<file path="src/design/krt_pkg.sv">
// Shared constants and types for the keyed record table.
// No dependencies; used by every module of the block.
`timescale 1ns / 1ps
`default_nettype none

package krt_pkg;

	// Table geometry
	localparam int TABLE_DEPTH = 64;
	localparam int IDX_W       = (TABLE_DEPTH > 1) ? $clog2(TABLE_DEPTH) : 1;
	localparam int CNT_W       = $clog2(TABLE_DEPTH + 1);

	// Field widths
	localparam int LOW_W  = 64;
	localparam int HIGH_W = 8;
	localparam int WORD_W = LOW_W + HIGH_W;
	localparam int FILL_W = 7;
	localparam int CMD_W  = 2;

	// Operation codes
	localparam logic [CMD_W-1:0] CMD_APPEND = 2'd0;
	localparam logic [CMD_W-1:0] CMD_DELETE = 2'd1;
	localparam logic [CMD_W-1:0] CMD_FIND   = 2'd2;

	// Commands from the controller to the datapath
	typedef struct packed {
		logic load_item;   // capture the input item, clear the scan index
		logic idx_inc;     // advance the scan index
		logic rd_en;       // read both stores
		logic rd_next;     // read at index + 1 instead of index
		logic wr_append;   // write the held item at the fill count
		logic wr_shift;    // write the last read entry at the index
		logic cnt_inc;
		logic cnt_dec;
		logic res_load;    // load the result register
		logic res_ok;
		logic res_found;   // result carries the read value
	} ctl_t;

	// Status from the datapath to the controller
	typedef struct packed {
		logic [CMD_W-1:0] cmd;
		logic             full;
		logic             scan_end;  // index has reached the fill count
		logic             idx_last;  // index is the last held entry
		logic             key_hit;   // read key equals the held key
		logic             out_free;  // result register can take a new item
	} sts_t;

endpackage

`default_nettype wire

</file>
<file path="src/design/krt_ctrl.sv">
// Controller of the keyed record table: sequences append, scan and
// compaction over the datapath. Uses krt_pkg.
`timescale 1ns / 1ps
`default_nettype none

module krt_ctrl (
	input  wire logic          clk,
	input  wire logic          arst_n,
	input  wire logic          in_valid,
	output logic               in_ready,
	input  wire krt_pkg::sts_t sts,
	output krt_pkg::ctl_t      ctl
);

	typedef enum logic [2:0] {
		ST_IDLE,
		ST_DISPATCH,
		ST_SCAN_RD,
		ST_SCAN_CMP,
		ST_SHIFT_RD,
		ST_SHIFT_WR,
		ST_FINISH
	} state_t;

	state_t state_q;
	state_t state_d;
	logic   ok_q;
	logic   ok_d;
	logic   found_q;
	logic   found_d;

	assign in_ready = (state_q == ST_IDLE);

	// Next state and datapath commands
	always_comb begin
		state_d = state_q;
		ok_d    = ok_q;
		found_d = found_q;
		ctl     = '0;
		case (state_q)
			ST_IDLE: begin
				if (in_valid) begin
					ctl.load_item = 1'b1;
					ok_d          = 1'b0;
					found_d       = 1'b0;
					state_d       = ST_DISPATCH;
				end
			end
			ST_DISPATCH: begin
				if (sts.cmd == krt_pkg::CMD_APPEND) begin
					if (!sts.full) begin
						ctl.wr_append = 1'b1;
						ctl.cnt_inc   = 1'b1;
						ok_d          = 1'b1;
					end
					state_d = ST_FINISH;
				end else if (sts.cmd == krt_pkg::CMD_DELETE || sts.cmd == krt_pkg::CMD_FIND) begin
					state_d = ST_SCAN_RD;
				end else begin
					state_d = ST_FINISH;
				end
			end
			ST_SCAN_RD: begin
				if (sts.scan_end) begin
					state_d = ST_FINISH;
				end else begin
					ctl.rd_en = 1'b1;
					state_d   = ST_SCAN_CMP;
				end
			end
			ST_SCAN_CMP: begin
				if (!sts.key_hit) begin
					ctl.idx_inc = 1'b1;
					state_d     = ST_SCAN_RD;
				end else if (sts.cmd == krt_pkg::CMD_FIND) begin
					ok_d    = 1'b1;
					found_d = 1'b1;
					state_d = ST_FINISH;
				end else begin
					state_d = ST_SHIFT_RD;
				end
			end
			ST_SHIFT_RD: begin
				if (sts.idx_last) begin
					ctl.cnt_dec = 1'b1;
					ok_d        = 1'b1;
					state_d     = ST_FINISH;
				end else begin
					ctl.rd_en   = 1'b1;
					ctl.rd_next = 1'b1;
					state_d     = ST_SHIFT_WR;
				end
			end
			ST_SHIFT_WR: begin
				ctl.wr_shift = 1'b1;
				ctl.idx_inc  = 1'b1;
				state_d      = ST_SHIFT_RD;
			end
			ST_FINISH: begin
				if (sts.out_free) begin
					ctl.res_load = 1'b1;
					state_d      = ST_IDLE;
				end
			end
			default: begin
				state_d = ST_IDLE;
			end
		endcase
		ctl.res_ok    = ok_q;
		ctl.res_found = found_q;
	end

	// State and result flags
	always_ff @(posedge clk or negedge arst_n) begin
		if (!arst_n) begin
			state_q <= ST_IDLE;
			ok_q    <= 1'b0;
			found_q <= 1'b0;
		end else begin
			state_q <= state_d;
			ok_q    <= ok_d;
			found_q <= found_d;
		end
	end

endmodule

`default_nettype wire

</file>
<file path="config.mk">
export PLATFORM = sky130hd
export DESIGN_NAME = krt_ctrl
export DESIGN_NICKNAME = d
export VERILOG_FILES = /design/src/design/krt_pkg.sv /design/src/design/krt_ctrl.sv
export SDC_FILE = /design/constraint.sdc
export NUM_CORES = 1
export LEC_CHECK = 0
export BUFFER_PORTS_ARGS = -buffer_cell sky130_fd_sc_hd__buf_2
export CORE_AREA = 10 10 47 49
export DETAILED_ROUTE_END_ITERATION = 16
export DIE_AREA = 0 0 57 59
export GPL_ROUTABILITY_DRIVEN = 0
export HOLD_SLACK_MARGIN = 0.05
export PLACE_DENSITY = 0.74
export REMOVE_ABC_BUFFERS = 1
export SLEW_MARGIN = 20
export SYNTH_ARGS = -nofsm -noshare
export SYNTH_HDL_FRONTEND = slang
export SYNTH_SLANG_ARGS = --single-unit
</file>
<file path="constraint.sdc">
create_clock -name clk -period 1.04 [get_ports clk]
set_input_delay 0.208 -clock clk [delete_from_list [all_inputs] [get_ports clk]]
set_output_delay 0.208 -clock clk [all_outputs]
set_load 0.01 [all_outputs]
</file>
== Word-level counts from Yosys, hierarchy flattened ==
Index checks and enable logic that the tools add are counted.
W data, S select, Z words.
Word-level totals
  input bits: 10
  output and inout bits: 12
  word-level logic and storage cells: 59
  register bits after elaboration: 5
Cells by class
  muxes and demuxes: 33
  reduce and logical (&&, ||, !) cells: 8
  equality and inequality tests: 15
Operators with widths (number)
  $pmux W3 S7: 1
  $mux W1: 19
  $mux W3: 6
  $ne A2 B2 Y1 const B: 7
  $eq A3 B3 Y1 const B: 3
  $reduce_and A7 Y1: 1
  $eq A3 B2 Y1 const B: 2
  $mux W2: 3
  $pmux W1 S2: 3
  $pmux W1 S4: 1
  $reduce_and A4 Y1: 1
  $reduce_bool A4 Y1: 1
  $eq A3 B1 Y1 const B: 1
  $logic_not A3 Y1: 1
  $eq A2 B1 Y1 const B: 1
  $eq A2 B2 Y1 const B: 1
  $logic_not A2 Y1: 1
  $reduce_and A2 Y1: 1
  $reduce_bool A2 Y1: 1
  $logic_or A1 B1 Y1: 1

== Longest topological paths before layout ==
  depth after elaboration: 5
  mapped depth: 5

== Worst setup path after synthesis ==
No wires, ideal clock.
  kind: register to output
  start: register state_q[2]
  end: output ctl[6] (netlist bit)
  arrival: 1131 ps
  required time: 832 ps
  stages on the path, launching flop included: 4
  path slack: -299 ps
  cells stage by stage: dfrtp_1 buf_2 nor3_1 buf_4
RTL lines
  start: declaration: line krt_ctrl.sv:25  | state_t state_q;
  start signal: assignment: line krt_ctrl.sv:120  | state_q <= state_d;
  end: declaration: line krt_ctrl.sv:12  | output krt_pkg::ctl_t ctl

==> impl_metrics.py <==
metrics = {
    "clocking": {
        "clk_path_buf_depth": 2,
        "cts_made_buffers": 3,
        "insertion_delay_ns": 0.24,
        "cts-root-buf": "clkbuf_4",
        "cts.clk_slew.worst_paths_ns": 0.04,
        "clock_sinks": 5,
        "cts_tree": "done",
        "htreeDepth": 1,
    },
    "layout": {
        "fin_util": 0.563,
        "multiInputGateArea_um2": 354,
        "drive_gt1_frac": 0.644,
        "seq_area_um2": 129,
        "diodes": 0,
        "layout.nets": 100,
        "syn_to_final_growth_pct": 73.8,
        "nFillCells": 140,
        "final_cell_count_no_fill": 103,
    },
    "detailed_routing": {
        "drt_iter0_markers": 10,
        "wl_per_cell_um": 15.1,
        "vias_per_cell": 5.26,
        "ant_nets": 0,
        "route.final.wire_length_um": 1560,
        "drtPass1Iterations": 4,
        "vias": 542,
        "drc_errors": 0,
    },
    "synth": {
        "async_flop_share": 1.00,
        "yosys_register_bits": 5,
        "syn_avg_cell_area_um2": 8.57,
        "yosys-top-cells-count": "dfrtp_1 (5), nand2b_1 (5), nor2_1 (4)",
        "syn-cell-area_um2": 454,
        "synth_edf_count": 0,
        "synthCells": 53,
        "synth_area_leaders": "dfrtp_1 (28%), nand2b_1 (6.9%), ha_1 (5.5%)",
        "ys_types": 29,
        "ys_warn_count": 0,
        "yosysTopAreaCell": "dfrtp_1",
        "synth-main-ff-cell": "dfrtp_1",
        "yosysSeqAreaShare": 0.275,
        "synth_top_cell_area_share": 0.275,
    },
    "sta": {
        "worst_pin_slew_ns": 0.229,
        "setup_viol_count_final": 14,
        "final_max_slew_viol_count": 0,
        "timing.hold.ws_ns": 0.311,
        "setup_ws_ns": -0.381,
        "skew_ns": 0.00237,
        "max_freq_ghz": 0.704,
        "hold_violations": 0,
        "min_period_over_period": 1.37,
        "layout_min_cycle_time_ns": 1.42,
        "maxSlewHeadroom": 0.847,
        "rsz0062_at_grt": "true",
    },
    "run_status": {
        "violations": "negative setup slack",
        "status": "finished with violations",
    },
    "floorplanning": {
        "initial_core_util": 0.324,
        "dieWidth_um": 57,
        "ioPinCount": 22,
        "rows": 14,
        "core_um2": 1400,
        "die_y_um": 59,
        "dieArea_um2": 3360,
    },
    "setup_path": {
        "critical_path.top_delay_family": "flip-flops",
        "cpMaxStageDelayCell": "dfrtp_2",
        "slowest_delay_ns": 0.43,
        "r2r_setup_slack_ns": -0.18,
        "rr_endpoint": "state_q[2]$_DFFE_PN0P_",
        "crit_buf_inv": 2,
        "end_kind": "primary output",
        "r2r_start": "state_q[0]$_DFFE_PN0P_",
        "worstSetupStartpointType": "flop",
        "r2r_cells": 5,
        "crit_chain": "buf_6 > nand2b_4 > o21ai_2 > and2_1 > buf_2",
        "worstPathArrival_ns": 1.21,
        "crit_required_ns": 0.83,
        "worst-setup-path-type": "flop to primary output",
        "crit_fanout": 4,
    },
    "power_and_ir_drop": {
        "power_frac_comb": 0.702,
        "seqPwrFrac": 0.195,
        "cellPowerDensity_nw_per_um2": 2750,
        "swShare": 0.426,
        "p_switching_uw": 924,
        "total_power_mw": 2.17,
        "p_clk_frac": 0.104,
        "ir_worst_vdd_mv": 1.27,
        "internal_power_mw": 1.25,
        "power_leakage_nw": 0.391,
    },
    "placement": {
        "numPlacedInstances": 92,
        "io_buffers": 21,
        "hpwl_um": 1100,
        "preCtsSetupSlack_ns": -0.141,
    },
    "global_routing": {
        "grt_overflow": 0,
        "grt_use_total": 0.0811,
        "grt_pass1_wl_um": 2250,
        "grt_antenna_before_repair": 0,
        "grt_pass1_vias": 535,
        "grt_max_degree": 12,
    },
    "min_path": {
        "hold_path.class": "input port to async pin",
    },
    "flow_run": {
        "maxCapViolations": 0,
    },
}
==> metal layers <==
layer,routed length [µm],vias up,share of wire,GRT usage
li1,-,260,-,-
met1,640,260,0.41,0.0840
met2,808,20,0.52,0.141
met3,93,2,0.060,0.0365
met4,15,0,0.0096,0.0302
met5,0,-,0,0
==> stage by stage <==
| step | instance area [µm²] | setup TNS (ns) |
|---|---|---|
| 2_1_floorplan | 410 | -1.24 |
| 3_3_place_gp | 596 | -1.15 |
| 3_5_place_dp | 596 | -1.36 |
| 4_1_cts | 724 | -4.08 |
| 5_1_grt | 790 | -4.94 |
| 6_report | 790 | -4.08 |
==> placed cells by master (no fill, tap or decap), types with 2 or more instances in the layout <==
master / instances
dfrtp_1: 2
inv_1: 2
buf_6: 7
nor3_4: 2
nand2b_1: 2
buf_4: 8
ha_1: 2
clkbuf_4: 3
dfrtp_2: 3
o21a_1: 2
nor2_4: 2
o21ai_0: 2
buf_2: 20
nor3_2: 2
nand2b_4: 3
==> state kept, by name, summed over array words and instances, names as in the netlist <==
name	count
ok_q	1
found_q	1
state_q	3
==> worst max-delay path by stage <==
stage,slack [ns],cells past startpoint,endpoint,from
final,-0.38,5,ctl[9],state_q[1]$_DFFE_PN0P_
after global routing,-0.45,3,ctl[3],state_q[1]$_DFFE_PN0P_
after CTS,-0.39,3,ctl[3],state_q[1]$_DFFE_PN0P_
after detailed placement,-0.14,4,ctl[8],state_q[1]$_DFFE_PN0P_
after global placement,-0.15,4,ctl[8],state_q[1]$_DFFE_PN0P_
after floorplan,-0.21,2,ctl[4],state_q[0]$_DFFE_PN0P_
==> cells by family after synthesis <==
kind of cell / count (synthesis) / synth area share
simple gates: 23 / 0.322
compound gates: 13 / 0.204
mux: 1 / 0.0220
buf+inv: 9 / 0.121
fa+ha+maj: 2 / 0.0551
flops: 5 / 0.275
==> power by group through the flow <==
stage	Clock [mW]	Sequential [mW]	Combinational (mW)
2_1_floorplan	0	0.479	0.456
3_5_place_dp	0	0.376	1.04
4_1_cts	0.232	0.409	1.32
6_report	0.225	0.423	1.52
5_1_grt	0.252	0.437	1.63
3_3_place_gp	0	0.368	1.01
==> timing repair <==
| item | in CTS | in global routing |
|---|---|---|
| hold buffers | 1 | 0 |
| gates resized for setup | 15 | 13 |
| setup endpoints to repair | 15 | 15 |
| hold endpoints to repair | 5 | 0 |
| pin swaps | 4 | 3 |
| setup buffers | 4 | 3 |
==> area by class of cell <==
type | count | area share
inverter | 3 | 0.0143
multi-input combinational | 39 | 0.448
timing repair buffer | 36 | 0.315
tap | 16 | 0.0254
sequential | 5 | 0.163
clock buffer | 4 | 0.0333
(Power assumes the default switching activity.)
